<file path="src/hw/rtl/mm_pkg.sv">
// mm_pkg: shared types and constants for the matrix multiply block
// no dependencies; imported by every module of the block but mm_ram
package mm_pkg;

  localparam int MAX_DIM_DEF   = 8;
  localparam int ELEM_BITS_DEF = 16;
  localparam int VALUE_BITS    = 16;
  localparam int SUM_BITS      = 36;
  localparam int IDX_BITS      = 3;
  localparam int CFG_BITS      = 4;
  localparam int APB_ADDR_BITS = 4;
  localparam int APB_DATA_BITS = 32;
  localparam int IN_DATA_BITS  = 24;
  localparam int OUT_DATA_BITS = 48;

  typedef enum logic [1:0] {
    ACT_WRITE_A  = 2'd0,
    ACT_WRITE_B  = 2'd1,
    ACT_MULTIPLY = 2'd2
  } mm_action_t;

  typedef enum logic [1:0] {
    REG_ROWS_A     = 2'd0,
    REG_INNER_SIZE = 2'd1,
    REG_COLS_B     = 2'd2
  } mm_reg_t;

  typedef enum logic {
    ST_IDLE = 1'b0,
    ST_RUN  = 1'b1
  } mm_state_t;

  // start command: sizes already clamped, held as size minus one
  typedef struct packed {
    logic                start;
    logic [CFG_BITS-1:0] rows_m1;
    logic [CFG_BITS-1:0] inner_m1;
    logic [CFG_BITS-1:0] cols_m1;
  } mm_cmd_t;

  typedef struct packed {
    logic                valid;
    logic                first;
    logic                last_k;
    logic                last_out;
    logic [IDX_BITS-1:0] row;
    logic [IDX_BITS-1:0] col;
  } mm_tag_t;

endpackage

</file>
<file path="src/hw/rtl/mm_ram.sv">
// mm_ram: generic single-write, single-read memory with registered read
// no dependencies
module mm_ram #(
  parameter int WIDTH = 16,
  parameter int DEPTH = 64
) (
  input  logic                     clk,
  input  logic                     we,
  input  logic [$clog2(DEPTH)-1:0] waddr,
  input  logic [WIDTH-1:0]         wdata,
  input  logic                     re,
  input  logic [$clog2(DEPTH)-1:0] raddr,
  output logic [WIDTH-1:0]         rdata
);

  logic [WIDTH-1:0] mem [DEPTH];

  always_ff @(posedge clk) begin
    if (we) begin
      mem[waddr] <= wdata;
    end
    if (re) begin
      rdata <= mem[raddr];
    end
  end

endmodule

</file>
<file path="src/hw/rtl/mm_engine.sv">
// mm_engine: walks i, j, k over the element memories and accumulates dot products
// depends on mm_pkg; drives read ports of two mm_ram instances in the top level
module mm_engine
  import mm_pkg::*;
#(
  parameter int MAX_DIM   = MAX_DIM_DEF,
  parameter int ELEM_BITS = ELEM_BITS_DEF
) (
  input  logic                                 clk,
  input  logic                                 rst,
  input  mm_cmd_t                              cmd,
  output logic                                 busy,
  output logic                                 rd_en,
  output logic [$clog2(MAX_DIM*MAX_DIM)-1:0]   rd_addr_a,
  output logic [$clog2(MAX_DIM*MAX_DIM)-1:0]   rd_addr_b,
  input  logic [ELEM_BITS-1:0]                 rd_data_a,
  input  logic [ELEM_BITS-1:0]                 rd_data_b,
  output logic                                 out_valid,
  input  logic                                 out_ready,
  output logic [IDX_BITS-1:0]                  out_row,
  output logic [IDX_BITS-1:0]                  out_col,
  output logic [SUM_BITS-1:0]                  out_sum,
  output logic                                 out_last
);

  localparam int IDX_W     = $clog2(MAX_DIM);
  localparam int ADDR_W    = $clog2(MAX_DIM*MAX_DIM);
  localparam int PROD_BITS = 2 * ELEM_BITS;
  localparam int EXT_BITS  = (PROD_BITS > SUM_BITS) ? PROD_BITS : SUM_BITS;

  mm_state_t state, state_next;

  logic [IDX_W-1:0] nr_m1, nk_m1, nc_m1;
  logic [IDX_W-1:0] ci, cj, ck;
  logic             last_i, last_j, last_k, stall, issue;

  mm_tag_t                    tag1, tag2;
  logic signed [PROD_BITS-1:0] prod;
  logic signed [EXT_BITS-1:0]  prod_ext;
  logic [SUM_BITS-1:0]         acc, acc_sum;

  assign stall  = out_valid & ~out_ready;
  assign issue  = (state == ST_RUN) & ~stall;
  assign last_i = (ci == nr_m1);
  assign last_j = (cj == nc_m1);
  assign last_k = (ck == nk_m1);
  assign busy   = (state == ST_RUN);

  assign rd_en     = issue;
  assign rd_addr_a = ADDR_W'(32'(ci) * MAX_DIM + 32'(ck));
  assign rd_addr_b = ADDR_W'(32'(ck) * MAX_DIM + 32'(cj));

  always_ff @(posedge clk) begin
    if (rst) begin
      state <= ST_IDLE;
    end else begin
      state <= state_next;
    end
  end

  always_comb begin
    state_next = state;
    case (state)
      ST_IDLE: begin
        if (cmd.start) begin
          state_next = ST_RUN;
        end
      end
      ST_RUN: begin
        if (issue && last_i && last_j && last_k) begin
          state_next = ST_IDLE;
        end
      end
      default: state_next = ST_IDLE;
    endcase
  end

  // loop counters
  always_ff @(posedge clk) begin
    if (rst) begin
      ci <= '0;
      cj <= '0;
      ck <= '0;
    end else if (state == ST_IDLE && cmd.start) begin
      ci <= '0;
      cj <= '0;
      ck <= '0;
    end else if (issue) begin
      if (!last_k) begin
        ck <= ck + 1'b1;
      end else begin
        ck <= '0;
        if (!last_j) begin
          cj <= cj + 1'b1;
        end else begin
          cj <= '0;
          ci <= ci + 1'b1;
        end
      end
    end
  end

  always_ff @(posedge clk) begin
    if (state == ST_IDLE && cmd.start) begin
      nr_m1 <= IDX_W'(cmd.rows_m1);
      nk_m1 <= IDX_W'(cmd.inner_m1);
      nc_m1 <= IDX_W'(cmd.cols_m1);
    end
  end

  // read stage tags, product stage
  always_ff @(posedge clk) begin
    if (rst) begin
      tag1 <= '0;
      tag2 <= '0;
    end else if (!stall) begin
      tag1.valid    <= issue;
      tag1.first    <= (ck == '0);
      tag1.last_k   <= last_k;
      tag1.last_out <= last_k & last_j & last_i;
      tag1.row      <= IDX_BITS'(ci);
      tag1.col      <= IDX_BITS'(cj);
      tag2          <= tag1;
    end
  end

  always_ff @(posedge clk) begin
    if (!stall) begin
      prod <= $signed(rd_data_a) * $signed(rd_data_b);
    end
  end

  assign prod_ext = EXT_BITS'(prod);
  assign acc_sum  = (tag2.first ? '0 : acc) + prod_ext[SUM_BITS-1:0];

  always_ff @(posedge clk) begin
    if (!stall && tag2.valid) begin
      acc <= acc_sum;
      if (tag2.last_k) begin
        out_sum  <= acc_sum;
        out_row  <= tag2.row;
        out_col  <= tag2.col;
        out_last <= tag2.last_out;
      end
    end
  end

  always_ff @(posedge clk) begin
    if (rst) begin
      out_valid <= 1'b0;
    end else if (!stall && tag2.valid && tag2.last_k) begin
      out_valid <= 1'b1;
    end else if (out_ready) begin
      out_valid <= 1'b0;
    end
  end

endmodule

</file>
<file path="src/hw/rtl/matrix_multiply.sv">
// matrix_multiply: streaming general matrix multiply, top level
// depends on mm_pkg, mm_ram and mm_engine
//
// usage:
//   slave stream: tuser carries the action, tdata the row, col and value.
//   a write A / write B transaction stores one element, one per cycle while idle.
//   a multiply transaction emits rows_a * cols_b results on the master
//   stream in row-major order, tlast on the final one.
//   the user sets sizes over the APB port while the block is idle (not enforced).
// timing:
//   a multiply walks every product, one per cycle unless the master stream stalls,
//   through one multiplier fed by the read ports of the two element memories
//   (sizes clamped to 1..MAX_DIM). each product passes the memory read register
//   and the product register into the accumulator; each result is registered
//   when its dot product ends. s_tready is low while the multiply issues reads,
//   so the next transaction waits until the last product is issued, longer
//   when the master stream stalls.
// reset:
//   sizes go to 4, no result is pending; element memories are not cleared.
// backpressure:
//   with m_tvalid high and m_tready low the whole pipeline holds.
module matrix_multiply
  import mm_pkg::*;
#(
  parameter int MAX_DIM   = MAX_DIM_DEF,
  parameter int ELEM_BITS = ELEM_BITS_DEF
) (
  input  logic                     clk,
  input  logic                     rst,
  input  logic                     s_tvalid,
  output logic                     s_tready,
  input  logic [IN_DATA_BITS-1:0]  s_tdata,   // row[2:0], col[5:3], value[21:6]
  input  logic [1:0]               s_tuser,   // action[1:0]
  output logic                     m_tvalid,
  input  logic                     m_tready,
  output logic [OUT_DATA_BITS-1:0] m_tdata,   // out_row[2:0], out_col[5:3], sum[41:6]
  output logic                     m_tlast,
  input  logic                     psel,
  input  logic                     penable,
  input  logic                     pwrite,
  input  logic [APB_ADDR_BITS-1:0] paddr,
  input  logic [APB_DATA_BITS-1:0] pwdata,
  output logic [APB_DATA_BITS-1:0] prdata,
  output logic                     pready
);

  localparam int ADDR_W = $clog2(MAX_DIM*MAX_DIM);
  localparam int VX_W   = (ELEM_BITS > VALUE_BITS) ? ELEM_BITS : VALUE_BITS;

  logic [CFG_BITS-1:0] rows_a, inner_size, cols_b;
  logic                cfg_wr;
  mm_reg_t             reg_sel;

  logic [IDX_BITS-1:0]          s_row, s_col;
  logic signed [VALUE_BITS-1:0] s_value;
  logic signed [VX_W-1:0]       value_ext;
  logic                         s_acc, in_range, we_a, we_b, busy;
  logic [ADDR_W-1:0]            waddr, rd_addr_a, rd_addr_b;
  logic [ELEM_BITS-1:0]         rd_data_a, rd_data_b;
  logic                         rd_en;
  mm_cmd_t                      cmd;
  logic [IDX_BITS-1:0]          out_row, out_col;
  logic [SUM_BITS-1:0]          out_sum;

  // configuration port
  assign pready  = 1'b1;
  assign cfg_wr  = psel & penable & pwrite & pready;
  assign reg_sel = mm_reg_t'(paddr[3:2]);

  always_ff @(posedge clk) begin
    if (rst) begin
      rows_a     <= CFG_BITS'(4);
      inner_size <= CFG_BITS'(4);
      cols_b     <= CFG_BITS'(4);
    end else if (cfg_wr) begin
      case (reg_sel)
        REG_ROWS_A:     rows_a     <= pwdata[CFG_BITS-1:0];
        REG_INNER_SIZE: inner_size <= pwdata[CFG_BITS-1:0];
        REG_COLS_B:     cols_b     <= pwdata[CFG_BITS-1:0];
        default: ;
      endcase
    end
  end

  always_comb begin
    case (reg_sel)
      REG_ROWS_A:     prdata = APB_DATA_BITS'(rows_a);
      REG_INNER_SIZE: prdata = APB_DATA_BITS'(inner_size);
      REG_COLS_B:     prdata = APB_DATA_BITS'(cols_b);
      default:        prdata = '0;
    endcase
  end

  function automatic logic [CFG_BITS-1:0] size_m1(input logic [CFG_BITS-1:0] sz);
    logic [CFG_BITS-1:0] r;
    if (sz == '0) begin
      r = '0;
    end else if (32'(sz) > MAX_DIM) begin
      r = CFG_BITS'(MAX_DIM - 1);
    end else begin
      r = sz - 1'b1;
    end
    return r;
  endfunction

  // input decode
  assign s_row     = s_tdata[2:0];
  assign s_col     = s_tdata[5:3];
  assign s_value   = s_tdata[21:6];
  assign value_ext = VX_W'(s_value);
  assign s_tready  = ~busy;
  assign s_acc     = s_tvalid & s_tready;
  assign in_range  = (32'(s_row) < MAX_DIM) && (32'(s_col) < MAX_DIM);
  assign waddr     = ADDR_W'(32'(s_row) * MAX_DIM + 32'(s_col));
  assign we_a      = s_acc && in_range && (s_tuser == ACT_WRITE_A);
  assign we_b      = s_acc && in_range && (s_tuser == ACT_WRITE_B);

  assign cmd.start    = s_acc && (s_tuser == ACT_MULTIPLY);
  assign cmd.rows_m1  = size_m1(rows_a);
  assign cmd.inner_m1 = size_m1(inner_size);
  assign cmd.cols_m1  = size_m1(cols_b);

  mm_ram #(
    .WIDTH(ELEM_BITS),
    .DEPTH(MAX_DIM*MAX_DIM)
  ) u_ram_a (
    .clk  (clk),
    .we   (we_a),
    .waddr(waddr),
    .wdata(value_ext[ELEM_BITS-1:0]),
    .re   (rd_en),
    .raddr(rd_addr_a),
    .rdata(rd_data_a)
  );

  mm_ram #(
    .WIDTH(ELEM_BITS),
    .DEPTH(MAX_DIM*MAX_DIM)
  ) u_ram_b (
    .clk  (clk),
    .we   (we_b),
    .waddr(waddr),
    .wdata(value_ext[ELEM_BITS-1:0]),
    .re   (rd_en),
    .raddr(rd_addr_b),
    .rdata(rd_data_b)
  );

  mm_engine #(
    .MAX_DIM  (MAX_DIM),
    .ELEM_BITS(ELEM_BITS)
  ) u_engine (
    .clk      (clk),
    .rst      (rst),
    .cmd      (cmd),
    .busy     (busy),
    .rd_en    (rd_en),
    .rd_addr_a(rd_addr_a),
    .rd_addr_b(rd_addr_b),
    .rd_data_a(rd_data_a),
    .rd_data_b(rd_data_b),
    .out_valid(m_tvalid),
    .out_ready(m_tready),
    .out_row  (out_row),
    .out_col  (out_col),
    .out_sum  (out_sum),
    .out_last (m_tlast)
  );

  assign m_tdata = {(OUT_DATA_BITS - SUM_BITS - 2*IDX_BITS)'(0), out_sum, out_col, out_row};

endmodule

</file>
<file path="config.mk">
export PLATFORM = sky130hd
export DESIGN_NAME = matrix_multiply
export DESIGN_NICKNAME = d
export VERILOG_FILES = /design/src/hw/rtl/mm_pkg.sv /design/src/hw/rtl/mm_ram.sv /design/src/hw/rtl/mm_engine.sv /design/src/hw/rtl/matrix_multiply.sv
export SDC_FILE = /design/constraint.sdc
export NUM_CORES = 2
export LEC_CHECK = 0
export BUFFER_PORTS_ARGS = -buffer_cell sky130_fd_sc_hd__buf_2
export CAP_MARGIN = 20
export CORE_ASPECT_RATIO = 0.7
export CORE_MARGIN = 2
export CORE_UTILIZATION = 55
export CTS_BUF_LIST = sky130_fd_sc_hd__clkbuf_4
export CTS_CLUSTER_SIZE = 30
export DETAILED_ROUTE_END_ITERATION = 16
export PLACE_DENSITY = 0.81
export SLEW_MARGIN = 25
export SYNTH_ARGS = -nofsm -noshare
export SYNTH_HDL_FRONTEND = slang
export SYNTH_SLANG_ARGS = --single-unit
</file>
<file path="constraint.sdc">
create_clock -name clk -period 6.5 [get_ports clk]
set_input_delay 0.975 -clock clk [delete_from_list [all_inputs] [get_ports clk]]
set_output_delay 0.975 -clock clk [all_outputs]
set_load 0.05 [all_outputs]
</file>
Yosys cells after proc, flatten, opt, wreduce, memory -nomap -nowiden. Memory sizes are Yosys's and may differ from the RTL's. A register that Yosys moved wholly into a read port is not among the register bits. Index checks and enable logic that the tools add are counted. Widths: inputs -> output; s select.

$add $sub $neg: 10. Multipliers: 1. Divide/modulo/power cells: 0. Order comparisons: 3. Equal/unequal tests: 7. Shifts and indexed selects: 0. Mux-type cells: 16. Bitwise logic cells: 10. Reductions and logical operators: 24.

Operators by type and width (count): $add 36x36->36 (1); $mux 36 (1); $mul 16x16->32 (1); $add 6x3->6 (3); $mux 3 (5); $gt 4x4->1 const B (3); $logic_not 4->1 (3); $pmux 4 s3 (1); $reduce_and 2->1 (5); $add 3x1->3 const B (3); $eq 3x3->1 (3); $logic_and 1x1->1 (9); $sub 3x1->3 const B (3); $mux 1 (8); $and 1x1->1 (7); $eq 2x1->1 const B (2); $eq 2x2->1 const B (2); $logic_not 2->1 (2); $logic_not 3->1 (1); $not 1->1 (3); $reduce_and 3->1 (1); $pmux 1 s2 (1); $reduce_bool 2->1 (1); $reduce_or 2->1 (1); $logic_not 1->1 (1).

Register bits: 163. Latch bits: 0. RAM bits: 2048. ROM bits: 0. Bits of input ports: 69. Output and inout bits: 84. Logic and storage cells: 102. Memories: 2.

Memory list: u_ram_a.mem (words 64, width 16, rd ports 1, clocked after memory_dff 1, write ports 1, line mm_ram.sv:16) `logic [WIDTH-1:0] mem [DEPTH];`; u_ram_b.mem (words 64, width 16, rd ports 1, clocked after memory_dff 1, write ports 1, line mm_ram.sv:16).

Logic depth before layout (Yosys ltp).
Word-level depth: 9. Gate-level depth with buffers: 24.

Modules after synthesis. Synthesis repeated with hierarchy kept, for this count alone.

Cell total of the unflattened synthesis: 5466. Area, all modules: 98319.3 um2.

By module, submodules not included: mm_ram (instances 2, cells each 1829, area an instance 40202.3 um2, sequential area each 31230.0 um2); mm_engine (instances 1, cells each 1662, area an instance 16763.6 um2, sequential area each 4224.1 um2); matrix_multiply (instances 1, cells each 146, area an instance 1151.1 um2, sequential area each 240.2 um2).

Least setup slack after synthesis. No wires, ideal clock.

Kind: register to register. Start point: register u_ram_a.rdata[15] (read register of u_ram_a.mem). End point: register u_engine.prod[31], data pin. Arrival time: 6.068 ns. Data required time: 6.241 ns. Slack: 0.172 ns. Cell stages (with the launch flop): 22. Buffers on the path: 1. Clock period less this slack: 6.328 ns. Path through: edfxtp_1 -> clkbuf_1 -> nand2_1 -> inv_1 -> fa_1 -> fa_1 -> inv_1 -> fa_1 -> fa_1 -> inv_1 -> fa_1 -> inv_1 -> fa_1 -> inv_1 -> ha_1 -> and3_1 -> a21o_1 -> or3_1 -> o221a_1 -> a211oi_2 -> a21oi_1 -> xnor2_1.

Cells in the longest elaborated chain, start to end: 1.

Ends and longest elaborated chain: from (decl) (line mm_ram.sv:13) `output logic [WIDTH-1:0] rdata`; $mul 16x16->32 (line mm_engine.sv:129) `prod <= $signed(rd_data_a) * $signed(rd_data_b);`; to (signal assigned) (line mm_engine.sv:129); to (decl) (line mm_engine.sv:38) `logic signed [PROD_BITS-1:0] prod;`.

No other way between the ends. A chain may end at the register's enable or synchronous reset.

Final worst setup path.
Start point: register u_ram_a.rdata[5] (read register of u_ram_a.mem). End point: register u_engine.prod[30], data pin.

The elaborated chain is that of the path after synthesis.

==> summary.md <==
| Metric | Value |
|---|---|
| Clock Sinks | ~2200 |
| Clk_skew | 206 ps |
| Vias in the first global route | 51000 |
| Critical Path AT | 7500 ps |
| P&R area growth vs syn | 11.8% |
| Ys async rst share | 0% |
| WL/cell | between 20 and 30 µm |
| Clk slew on worst S/H paths | around 80 ps |
| All-layer global routing usage | 25.7% |
| Rel. slew slack | a little over a quarter |
| Core Box Area | 174000 µm² |
| Mapped Cells | slightly below 5000 |
| DR iter-0 viols | 7672 |
| Avg Inst Size Synth | approximately 20 µm² |
| RSZ-0062 raised after global routing | true |
| # setup viols final | 0 |
| Largest net degree at the start of global routing | ~130 |
| Worst-skew pair later-pin latency | between 1000 and 1500 ps |
| Post-synthesis cell area | just under 100000 µm² |
| CTS max path bufs | 4 |
| CP Max Fanout | 3 |
| CP startpoint | u_ram_a.rdata[5] |
| PnR worst setup slack | ~47 ps |
| Final Cycle Share | between 90 and 100% |
| Register bit count reported by yosys | 2243 |
| Full die area | around 180000 µm² |
| Die height | 355 µm |
| Worst setup EP type | register |
| VDD IR-drop max | about 420 µV |
| Fin crit period | around 6500 ps |
| WL final | 230000 µm |
| Final Total Pwr | 34.1 mW |
| Antenna-violating nets left | 0 |
| # IOs | between 150 and 200 |
| Synth warn | 0 |
| Commonest cells in the netlist | edfxtp_1 (2200), mux4_2 (672), inv_1 (328) |
| Pleak | roughly 36 nW |
| Final-stage net count | about 6000 |
| DP Worst Slack | -41.1 ps |
| Power Density | approximately 320 nW/µm² |
| Layout cells sized above 1 | between 30% and 40% |
| Initial antenna violation count | 14 |
| # DRC | 0 |
| Worst-Margin Slew | 1090 ps |
| Top_reg_cell synth | edfxtp_1 |
| Slew Viols, Final | 0 |
| Yosys top cell area share | 68.3% |
| Average vias per placed instance | slightly above 6 |
| Core Rows | roughly 130 |
| Clk root buf | clkbuf_4 |
| CTS tree | yes |
| Critical Path End | u_engine.prod[30] |
| Die X-Extent | ~510 µm |
| Origin of the critical flop-to-flop path | u_ram_a.rdata[5] |
| I/O Buffers | 85 |
| Initial core utilization | between 50% and 60% |
| First-pass GRT wire length | between 300000 and 400000 µm |
| Largest cells by area after synthesis | edfxtp_1 (68%), mux4_2 (16%), fa_1 (5.4%), ha_1 (1.6%), inv_1 (1.3%) |
| Highest clock rate | approximately 150 MHz |
| Sequential area share after synthesis | just under 70% |
| Fin. Hold Viols | 0 |
| TritonRoute pass-1 iters | 6 |
| Setup CP Type | register to register |
| Num CTS Buffers | roughly 500 |
| Gr ovfl total | 0 |
| Netlist cell types | between 60 and 70 |
| CP required | ~7600 ps |
| Number of enable flip-flop cells after synthesis | 2200 |
| Worst hold path class | primary input to register |
| Critical path launch point type | register |
| Flop2flop setup slack | approximately 47 ps |
| Reg-to-Reg End | u_engine.prod[30] |
| HPWL Detailed | roughly 140000 µm |
| MaxCap Viol Count | 0 |
| Status | finished, final reports clean |
| Area leader, netlist | edfxtp_1 |
| FF-to-FF path depth | 25 |
| Top-count cell post-synth | edfxtp_1 |
| Final GP Congestion | between 0.8 and 0.9 |
| Vias | about 51000 |
| H-Tree Level Count | 5 |
cell type report:
class                      count  area (µm²)
antenna                       12        30.0
clock buffer                 740        5560
clock inverter               111         568
fill                       11700       66200
inverter                     328        1230
multi-input combinational   2067       27700
sequential                  2243       67000
tap                         2340        2930
timing repair buffer         391        3100
registers in the layout, summed over array words and instances, names as in the netlist, 10 cells and up:
register / flops
u_ram_a.rdata: 16
u_engine.tag2: 10
u_ram_a.mem: 1024
u_ram_b.mem: 1024
u_engine.tag1: 10
u_engine.prod: 32
u_engine.acc: 36
u_engine.out_sum: 36
u_ram_b.rdata: 16
metrics by stage:
step	TNS, ps	instances	instance area, µm²	util (%)	hold WS, ps
finish	0	8232	108000	62.0	95.4
global route	-735	8228	108000	62.0	38.6
detailed placement	-46.3	7307	101000	58.0	415
floorplan	0	4892	96800	-	408
CTS	0	8183	108000	61.7	4.35
global placement	0	7307	101000	58.0	419
power breakdown:
| group | internal, mW | leakage [nW] | switching [mW] |
|---|---|---|---|
| registers | 16.4 | 20.2 | 0.0769 |
| logic | 3.14 | 12.3 | 3.87 |
| clock network | 5.32 | 3.66 | 5.28 |
| total | 24.9 | 36.1 | 9.23 |
layout by cell type, fill, tap and decap left out, types with 55 or more instances in the layout:
| master | netlist | final |
|---|---|---|
| buf_2 | 58 | 69 |
| inv_1 | 328 | 318 |
| a21oi_1 | 72 | 68 |
| nand2_1 | 214 | 214 |
| mux4_2 | 672 | 672 |
| nor2_1 | 196 | 181 |
| edfxtp_1 | 2200 | 2200 |
| xnor2_1 | 55 | 55 |
| buf_4 | 35 | 267 |
| and2_1 | 124 | 117 |
| ha_1 | 124 | 121 |
| clkinv_1 | 0 | 89 |
| fa_1 | 263 | 260 |
| clkbuf_4 | 0 | 740 |
timing repair:
action	4_1_cts	5_1_grt
pin swaps	0	44
endpoints found under the hold margin	255	0
resized for setup	3	45
setup endpoints to repair	2	8
hold buffers	25	0
buffers inserted	0	34
worst max-delay path, cell delays in order (launching register included):
cell and delay [ps]:
edfxtp_1 430, buf_4 160, and2_1 140, fa_1 480, inv_1 50, fa_1 470
inv_1 60, fa_1 530, inv_1 70, fa_1 550, inv_1 60, fa_1 470
inv_1 50, fa_1 470, inv_1 40, ha_2 180, buf_4 140, a21o_1 180
a31oi_2 170, o211ai_1 210, a31o_2 300, a211o_1 330, a21oi_4 210, o2111ai_2 140
a21oi_2 150, xnor2_1 80
worst min-delay path by stage:
| stage | start | end | slack (ps) | cells after the start |
|---|---|---|---|---|
| finish | s_tdata[21] | u_ram_b.mem[50][15] | 100 | 1 |
| global route | s_tdata[16] | u_ram_a.mem[60][10] | 40 | 1 |
| CTS | s_tdata[21] | u_ram_b.mem[50][15] | 4 | 1 |
| detailed placement | u_engine.tag2[6] | u_engine.out_last | 410 | 0 |
| global placement | u_engine.tag2[5] | u_engine.out_row[2] | 420 | 0 |
| floorplan | u_engine.tag2[0] | u_engine.out_col[0] | 410 | 0 |
layer usage:
layer / part of all wire [%] / up-vias / global-route usage [%]
li1: - / 20600 / -
met1: 38 / 26000 / 37.6
met2: 46 / 3728 / 38.2
met3: 13 / 428 / 7.36
met4: 2.5 / 8 / 7.71
met5: 0.022 / - / 0
cells by family (layout without fill, tap and decap cells):
logic type      Yosys count  count (layout)  share of synthesized area [%]
compound gates          209             209                           1.45
xor+xnor                 80              80                          0.725
fa+ha+maj               387             387                           7.05
buf+inv                 582            1570                           2.48
flops                  2243            2243                           69.2
mux                     686             686                           15.8
other cells               2              47                        0.00777
simple gates            670             670                           3.28
Power figures use the tool's default switching activity.
